===== src/sv/elcb_pkg.sv =====
// Shared types and constants for the encoder level control and bar graph block.
`timescale 1ns / 1ps

package elcb_pkg;

	localparam int unsigned LevelW  = 7;
	localparam int unsigned BarW    = 10;
	localparam int unsigned DeltaW  = 16;
	localparam int unsigned CfgIdxW = 2;
	localparam int unsigned CfgDatW = 8;

	localparam logic [LevelW-1:0] LevelMax   = 7'd100;
	localparam logic [LevelW-1:0] LevelReset = 7'd50;
	localparam logic [7:0]        ThrReset   = 8'd4;
	localparam logic [6:0]        StepReset  = 7'd4;

	typedef enum logic [1:0] {
		MODE_LINEAR = 2'd0,
		MODE_THRESH = 2'd1,
		MODE_SINGLE = 2'd2
	} mode_t;

	typedef enum logic [CfgIdxW-1:0] {
		REG_MODE       = 2'd0,
		REG_THRESHOLD  = 2'd1,
		REG_STEP       = 2'd2,
		REG_START      = 2'd3
	} cfg_idx_t;

	typedef struct packed {
		mode_t       mode;
		logic [7:0]  accel_threshold;
		logic [6:0]  coarse_step;
		logic [6:0]  start_level;
	} cfg_t;

	typedef struct packed {
		logic                     kind;
		logic signed [DeltaW-1:0] delta;
	} req_t;

	typedef struct packed {
		logic [LevelW-1:0] level;
		logic [BarW-1:0]   led_bar;
	} res_t;

endpackage


===== src/sv/encoder_level_control_bargraph_top.sv =====
// Top level of the encoder level control with bar graph output.
`timescale 1ns / 1ps
// Request channel (req_valid, req_stall, req_data): kind 0 moves the level by
// the signed encoder delta according to the mode register, kind 1 reloads the
// start level (clamped to 100). Every request yields exactly one result on the
// result channel (res_valid, res_stall, res_data) carrying the new level and
// the 10-LED bar graph.
// A request is registered on acceptance, the next level is formed in one pass
// of multiply, add and clamp against the held level, and written to the
// result register once that is empty or being drained; res_valid rises as
// the result register is loaded, and the result is taken when not stalled.
// One request per cycle is taken unless stalled; the level register feeds
// back in the same cycle, so consecutive requests never wait on each other.
// When the receiver stalls, the result is held and the input register still
// takes one more request; req_stall rises only once both are full.
// Configuration writes (cfg_valid, cfg_ready, cfg_index, cfg_data) are always
// ready and must only be issued while no request is in flight.
// Reset empties both registers, sets the level to 50 and the registers to
// mode linear, threshold 4, coarse step 4, start level 50.

module encoder_level_control_bargraph_top (
	input  logic                          clk,
	input  logic                          arst_n,
	input  logic                          req_valid,
	output logic                          req_stall,
	input  elcb_pkg::req_t                req_data,
	output logic                          res_valid,
	input  logic                          res_stall,
	output elcb_pkg::res_t                res_data,
	input  logic                          cfg_valid,
	output logic                          cfg_ready,
	input  logic [elcb_pkg::CfgIdxW-1:0]  cfg_index,
	input  logic [elcb_pkg::CfgDatW-1:0]  cfg_data
);
	import elcb_pkg::*;

	cfg_t              cfg_q;
	req_t              req_s1;
	logic              vld_s1;
	res_t              res_s2;
	logic              vld_s2;
	logic [LevelW-1:0] level_q;
	res_t              step_res;
	logic              adv;
	logic              take;

	assign cfg_ready = 1'b1;

	always_ff @(posedge clk or negedge arst_n) begin
		if (!arst_n) begin
			cfg_q.mode            <= MODE_LINEAR;
			cfg_q.accel_threshold <= ThrReset;
			cfg_q.coarse_step     <= StepReset;
			cfg_q.start_level     <= LevelReset;
		end else if (cfg_valid && cfg_ready) begin
			unique case (cfg_idx_t'(cfg_index))
				REG_MODE:      cfg_q.mode            <= mode_t'(cfg_data[1:0]);
				REG_THRESHOLD: cfg_q.accel_threshold <= cfg_data;
				REG_STEP:      cfg_q.coarse_step     <= cfg_data[6:0];
				REG_START:     cfg_q.start_level     <= cfg_data[6:0];
			endcase
		end
	end

	// s1 moves on when the result register is empty or being drained
	assign adv       = vld_s1 && (!vld_s2 || !res_stall);
	assign req_stall = vld_s1 && !adv;
	assign take      = req_valid && !req_stall;

	always_ff @(posedge clk or negedge arst_n) begin
		if (!arst_n)
			vld_s1 <= 1'b0;
		else if (take)
			vld_s1 <= 1'b1;
		else if (adv)
			vld_s1 <= 1'b0;
	end

	always_ff @(posedge clk) begin
		if (take)
			req_s1 <= req_data;
	end

	elcb_step u_step (
		.level (level_q),
		.req   (req_s1),
		.cfg   (cfg_q),
		.res   (step_res)
	);

	always_ff @(posedge clk or negedge arst_n) begin
		if (!arst_n) begin
			vld_s2  <= 1'b0;
			level_q <= LevelReset;
		end else if (adv) begin
			vld_s2  <= 1'b1;
			level_q <= step_res.level;
		end else if (!res_stall) begin
			vld_s2  <= 1'b0;
		end
	end

	always_ff @(posedge clk) begin
		if (adv)
			res_s2 <= step_res;
	end

	assign res_valid = vld_s2;
	assign res_data  = res_s2;

endmodule


===== src/sv/elcb_step.sv =====
// Next-level arithmetic and bar graph decode for one request.
`timescale 1ns / 1ps

module elcb_step (
	input  logic [elcb_pkg::LevelW-1:0] level,
	input  elcb_pkg::req_t              req,
	input  elcb_pkg::cfg_t              cfg,
	output elcb_pkg::res_t              res
);
	import elcb_pkg::*;

	// 17x8 signed product plus level needs 24 bits; one spare
	localparam int unsigned SumW = 25;

	logic signed [DeltaW:0]   d_ext;
	logic        [DeltaW:0]   mag;
	logic        [7:0]        low_byte;
	logic signed [SumW-1:0]   d_w;
	logic signed [SumW-1:0]   lv_w;
	logic signed [SumW-1:0]   cs_w;
	logic signed [SumW-1:0]   prod;
	logic signed [SumW-1:0]   sum;
	logic        [LevelW-1:0] nxt;
	logic        [BarW-1:0]   bar;
	logic                     d_neg;
	logic                     d_pos;

	assign d_ext    = {req.delta[DeltaW-1], req.delta};
	assign d_neg    = req.delta[DeltaW-1];
	assign d_pos    = !d_neg && (req.delta != '0);
	assign mag      = d_neg ? (DeltaW+1)'(-d_ext) : d_ext;
	assign low_byte = d_neg ? mag[7:0] : req.delta[7:0];
	assign d_w      = SumW'(d_ext);
	assign lv_w     = $signed({{(SumW-LevelW){1'b0}}, level});
	assign cs_w     = $signed({{(SumW-7){1'b0}}, cfg.coarse_step});
	assign prod     = d_w * cs_w;

	always_comb begin
		sum = lv_w;
		unique case (cfg.mode)
			MODE_LINEAR: begin
				if (d_neg)
					sum = lv_w - $signed({{(SumW-8){1'b0}}, low_byte});
				else
					sum = lv_w + $signed({{(SumW-8){1'b0}}, low_byte});
			end
			MODE_THRESH: begin
				if (mag >= {{(DeltaW-7){1'b0}}, cfg.accel_threshold})
					sum = lv_w + prod;
				else
					sum = lv_w + d_w;
			end
			MODE_SINGLE: begin
				sum = lv_w + prod;
				// snap to an end when within one step of it
				if (sum < SumW'(LevelMax) && d_pos && (sum + cs_w) >= SumW'(LevelMax))
					sum = SumW'(LevelMax);
				else if (sum > 0 && d_neg && (sum - cs_w) <= 0)
					sum = '0;
			end
			default: sum = lv_w;
		endcase
	end

	always_comb begin
		if (req.kind)
			nxt = (cfg.start_level > LevelMax) ? LevelMax : cfg.start_level;
		else if (sum < 0)
			nxt = '0;
		else if (sum > SumW'(LevelMax))
			nxt = LevelMax;
		else
			nxt = sum[LevelW-1:0];
	end

	always_comb begin
		bar    = '0;
		bar[0] = (nxt != '0);
		for (int i = 1; i <= 8; i++) begin
			bar[i] = (nxt >= LevelW'(5 + 10 * i));
		end
		bar[9] = (nxt > 7'd99);
	end

	assign res.level   = nxt;
	assign res.led_bar = bar;

endmodule


===== config.mk =====
export PLATFORM = sky130hd
export DESIGN_NAME = encoder_level_control_bargraph_top
export DESIGN_NICKNAME = d
export VERILOG_FILES = /design/src/sv/elcb_pkg.sv /design/src/sv/encoder_level_control_bargraph_top.sv /design/src/sv/elcb_step.sv
export SDC_FILE = /design/constraint.sdc
export NUM_CORES = 1
export LEC_CHECK = 0
export ABC_AREA = 1
export BUFFER_PORTS_ARGS = -buffer_cell sky130_fd_sc_hd__buf_2
export CAP_MARGIN = 20
export CORE_ASPECT_RATIO = 0.6
export CORE_UTILIZATION = 35
export CTS_CLUSTER_DIAMETER = 60
export DETAILED_ROUTE_END_ITERATION = 16
export PLACE_DENSITY = 0.52
export SETUP_SLACK_MARGIN = 0.4
export SLEW_MARGIN = 20
export SYNTH_ARGS = -nofsm -noshare
export SYNTH_HDL_FRONTEND = slang
export SYNTH_SLANG_ARGS = --single-unit

===== constraint.sdc =====
create_clock -name clk -period 7.4 [get_ports clk]
set_input_delay 0.37 -clock clk [delete_from_list [all_inputs] [get_ports clk]]
set_output_delay 0.37 -clock clk [all_outputs]
set_load 0.01 [all_outputs]

# Yosys cells after proc, flatten, opt, wreduce, memory -nomap -nowiden
# Index checks and enable logic that the tools add are counted.
dict set report word_totals {
  register_bits 67
  inputBits 32
  wordCells 80
  out_inout_bits 20
}
dict set report op_classes {
  n_reduce_logical 23
  addsub 7
  n_mux 15
  multipliers 1
  magnitude_cmp 17
  n_eq_ne 6
}
# operator count
set ops {}
lappend ops {{two-way mux 25 bit} 4}
lappend ops {{one-hot mux 25 bit (3 select lines)} 1}
lappend ops {{less-or-equal comparator 32 x 1 -> 1 bit (second input constant)} 1}
lappend ops {{two-way mux 7 bit} 4}
lappend ops {{subtractor 25 x 8 -> 26 bit} 1}
lappend ops {{adder 25 x 7 -> 25 bit} 1}
lappend ops {{adder 8 x 24 -> 25 bit} 1}
lappend ops {{greater-or-equal comparator 25 x 7 -> 1 bit (second input constant)} 1}
lappend ops {{greater-than comparator 25 x 1 -> 1 bit (second input constant)} 1}
lappend ops {{greater-than comparator 25 x 7 -> 1 bit (second input constant)} 1}
lappend ops {{< comparator 25 x 1 -> 1 bit (second input constant)} 1}
lappend ops {{< comparator 25 x 7 -> 1 bit (second input constant)} 1}
lappend ops {{multiplier 16 x 8 -> 24 bit} 1}
lappend ops {{greater-or-equal comparator 7 x 6 -> 1 bit (second input constant)} 3}
lappend ops {{greater-or-equal comparator 7 bit (second input constant)} 3}
lappend ops {{adder 8 x 16 -> 17 bit} 1}
lappend ops {{greater-or-equal comparator 17 x 8 -> 1 bit} 1}
lappend ops {{two-way mux 17 bit} 1}
lappend ops {{negator 16 -> 17 bit} 1}
lappend ops {{nonzero test 16 bit} 1}
lappend ops {{greater-than comparator 7 bit (second input constant)} 2}
lappend ops {{adder 7 x 8 -> 9 bit} 1}
lappend ops {{subtractor 7 x 8 -> 9 bit} 1}
lappend ops {{logical AND 1 bit} 8}
lappend ops {{other kinds (13)} 27}

# Longest topological paths before layout
dict set report depth {
  word_depth 13
  ltp_mapped 50
  depth_no_buf 48
}

# Hierarchy
# Synthesis repeated with hierarchy kept, for this count alone.
dict set report unflattened {
  cells_unflattened 1951
  area_unflattened_um2 12627.1
}
# mod seq_area_each_um2 n_inst cells_per_inst area_each_um2
set modules_own_cells {}
lappend modules_own_cells {elcb_step 0.0 1 1765 10152.2}
lappend modules_own_cells {encoder_level_control_bargraph_top 1856.8 1 186 2474.9}

# Worst setup path after synthesis
# OpenSTA, ideal clock, no wires.
dict set report synth_path {
  kind {reg2reg}
  start {register cfg_q[8] (netlist name)}
  end {register res_s2 (netlist bit res_data[6]), data pin}
  t_arrival_ns 6.764
  path_buffers 3
  stages_incl_launch_ff 47
  setup_ns 0.254
  required_time_ns 7.146
  period_less_slack_ns 7.019
  path_slack_ns 0.381
  cell_sequence {dfrtp_1 > clkbuf_1 > clkbuf_1 > nand2_1 > fa_1 > inv_1 > fa_1 > ha_1 > inv_1 > fa_1 > inv_1 > ha_1 > buf_2 > nand2_1 > nand3_1 > xor2_1 > ha_1 > inv_1 > (+11 left out) > nor2_1 > nand2_1 > nor2_1 > nand3_1 > nand2_1 > nand3_1 > nand2_1 > nand2_1 > nand3_1 > nand2_1 > nand2_1 > nand2_2 > nand2_1 > nand2_2 > nor2_2 > inv_1 > o21ai_1 > nand2_1}
}
# item line_no
set synth_rtl {}
lappend synth_rtl {{from (decl)} encoder_level_control_bargraph_top.sv:37} ;# cfg_t cfg_q;
lappend synth_rtl {{to (signal assigned)} encoder_level_control_bargraph_top.sv:105} ;# res_s2 <= step_res;
lappend synth_rtl {{to (decl)} encoder_level_control_bargraph_top.sv:40} ;# res_t res_s2;

==> impl_metrics.yaml <==
layout:
  nets: 2370
  syn2layout_area_growth_pct: 31.9
  layout-drive-gt1-share_pct: 27.4
  antenna_cells: 0
setup_path:
  r2r_start: "req_s1[5]"
  critPathMaxFanout: 6
  start_kind: "flop"
  r2r_cells: 45
  r2r_slack_ns: 0.55
  critical_path_buf_inv_count: 7
  endpoint_kind: "flop"
  crit_type: "flop to flop"
  critPathRequiredTime_ns: 7.50
  crit_family: "simple AND/OR/NAND/NOR gates"
  arrival_ns: 6.95
  path_common_cell: "nand2_1"
  crit_path_max_incr_delay_ns: 0.55
  r2r_end: "res_data[4]"
  cp_slowest_cell: "fa_1"
run:
  cap_violations: 0
synthesis:
  avgSynthCellArea_um2: 6.34
  synth_cell_types: 49
  synth-seq-cells: 67
  synth_ff_type: "edfxtp_1"
  syn-instance-count: 1943
  seq_area_frac_synth_pct: 15.1
  synthesis.nets: 2178
  synth_enable_flop_cells: 34
  synthesis.area_mm2: 0.0123
  yosys_warnings: 0
  async_flop_share_pct: 49.3
sta:
  timing.fmax_mhz: 146
  fin_skew_ns: 0.0121
  fin_crit_sh_pct: 92.6
  maxSlewViolCount: 0
  rsz0062_at_grt: "true"
  layout_setup_ws_ns: 0.551
  worstMarginPinSlew_ns: 1.14
  post-route-min-period_ns: 6.85
  setup_tns_ns: 0
  hold_viol_final: 0
  maxSlewHeadroom_pct: 23.5
  setup_viol: 0
drt:
  drc_errors: 0
  vias: 13000
  detail_route.wl_per_cell_um: 16.8
  routed_wl_mm: 43.7
  drt_iter0_markers: 1134
  drt_first_pass_iters: 5
  avgViaCountPerCell: 5.00
  ant_nets: 0
floorplanning:
  ios: 52
  initial_core_util_pct: 36.0
  rows: 52
  die_x_um: 244
  fp.dieH_um: 147
  design.core.area_mm2: 0.0342
  dieArea_mm2: 0.0360
grt:
  antenna_found_initial: 0
  grt_use_total_pct: 23.6
  grt.overflow.total: 0
  grt_max_degree: 34
  grt_pass1_vias: 11500
  grt_pass1_wl_mm: 65.4
clock_network:
  cts_buffers: 9
  clkTransAtPathRegs_ns: 0.06
  clk_latency_ns: 0.35
  cts_tree: "done"
  clk_path_buf_depth: 2
  cts_sinks: 67
  h-tree-depth: 3
  clockRootBuffer: "clkbuf_16"
  holdBufCountCts: 0
placement:
  gp_congestion: 0.991
  post-place-ws_ns: 0.0887
  post-dp-hpwl_mm: 35.3
  io_buffers: 50
run_status:
  status: "finished clean"
min_path:
  hold_class: "input port to asynchronous set/reset pin"
## cell usage after synthesis (6+ instances only)
cell	n	area share, %
dfrtp_1	25	5.1
inv_2	16	0.49
nor2_1	183	5.6
nor2_2	14	0.71
inv_1	400	12
nand2_2	16	0.81
nand3b_1	6	0.37
edfxtp_1	34	8.3
o21ai_0	66	2.7
fa_1	99	16
dfstp_2	8	1.7
nor3_1	16	0.65
a21oi_1	61	2.5
buf_2	13	0.53
xnor2_1	6	0.43
nand3_1	147	6.0
ha_1	104	11
nand4_1	30	1.5
nand2_1	587	18
clkbuf_1	31	0.95
xor2_1	17	1.2
## stage by stage
step / area [um2] / hold WS (ns) / utilization, % / std cells
final: 16200 / 0.106 / 47.5 / 2599
after floorplan: 12300 / 0.0744 / - / 1943
after global routing: 16200 / 0.173 / 47.5 / 2599
after detailed placement: 13900 / 0.474 / 40.6 / 2524
after global placement: 13900 / 0.471 / 40.6 / 2524
after CTS: 14400 / 0.134 / 42.2 / 2548
## per-layer routing
layer / up-vias / wire [um] / track usage (%)
li1: 6349 / - / -
met1: 6147 / 23200 / 41.3
met2: 475 / 15800 / 28.0
met3: 29 / 4370 / 5.13
met4: 0 / 304 / 2.53
met5: - / 0 / 0
## worst max path at each step
stage          slack [ns]           to  depth (start not counted)      start
2_1_floorplan        0.45  res_data[6]                         46   cfg_q[9]
3_3_place_gp         0.14  res_data[0]                         40   cfg_q[9]
3_5_place_dp         0.09  res_data[1]                         43  cfg_q[10]
4_1_cts              0.40  res_data[0]                         43   cfg_q[9]
5_1_grt              0.23  res_data[4]                         38   cfg_q[9]
6_report             0.55  res_data[4]                         45  req_s1[5]
## placed cells by master (no fill, tap or decap), drive strengths merged, types with 5 or more instances in the layout
cell	instances
clkbuf	11
edfxtp	34
dfrtp	25
fa	99
nand3	148
nor2	199
a21oi	63
nand2	603
inv	419
nor3	19
nor4	5
o21bai	5
nand3b	6
dfstp	8
or2	6
ha	104
xor2	17
o21ai	71
o211ai	5
xnor2	6
buf	230
nand4	30
## final cells by class
cell class                      instances  area [um2]
Inverter                              416        1590
Timing Repair Buffer                  231        1740
Tap cell                              459         574
Fill cell                            3494       17900
Sequential cell                        67        1860
Clock inverter                          6        50.0
Clock buffer                           10         250
Multi-Input combinational cell       1410       10200
## repair_timing
item,in CTS,in global routing
gates resized for setup,49,359
setup buffers,8,49
pin swaps,4,111
cloned,0,1
setup endpoints to repair,18,24
## flip-flops by register name (all words and copies together), names as in the netlist
| name | cells |
|---|---|
| res_valid | 1 |
| res_data | 17 |
| cfg_q | 24 |
| req_s1 | 17 |
| vld_s1 | 1 |
| level_q | 7 |
## worst reg2reg max path, delay by kind of cell (launching register included)
| family | cells | cell delay, ns |
|---|---|---|
| AOI/OAI and AO/OA | 1 | 0.11 |
| xor gates and xnor gates | 1 | 0.23 |
| adders and majority gates | 6 | 2.31 |
| buffers and inverters | 7 | 0.57 |
| DFF | 1 | 0.50 |
| and+or+nand+nor | 30 | 2.88 |
## logic make-up after synthesis
logic type | count (synthesis) | synth area share, %
AND/OR/NAND/NOR | 1024 | 35.1
other | 1 | 0.0305
flip-flops | 67 | 15.1
AO/OA/AOI/OAI | 159 | 7.05
XOR/XNOR | 23 | 1.64
buffers and inverters | 466 | 14.5
adder cells (fa/ha/maj) | 203 | 26.7
Power is left out: the tool's default activity adds up to more than one toggle a clock period on the data nets, which glitch-free logic cannot reach.
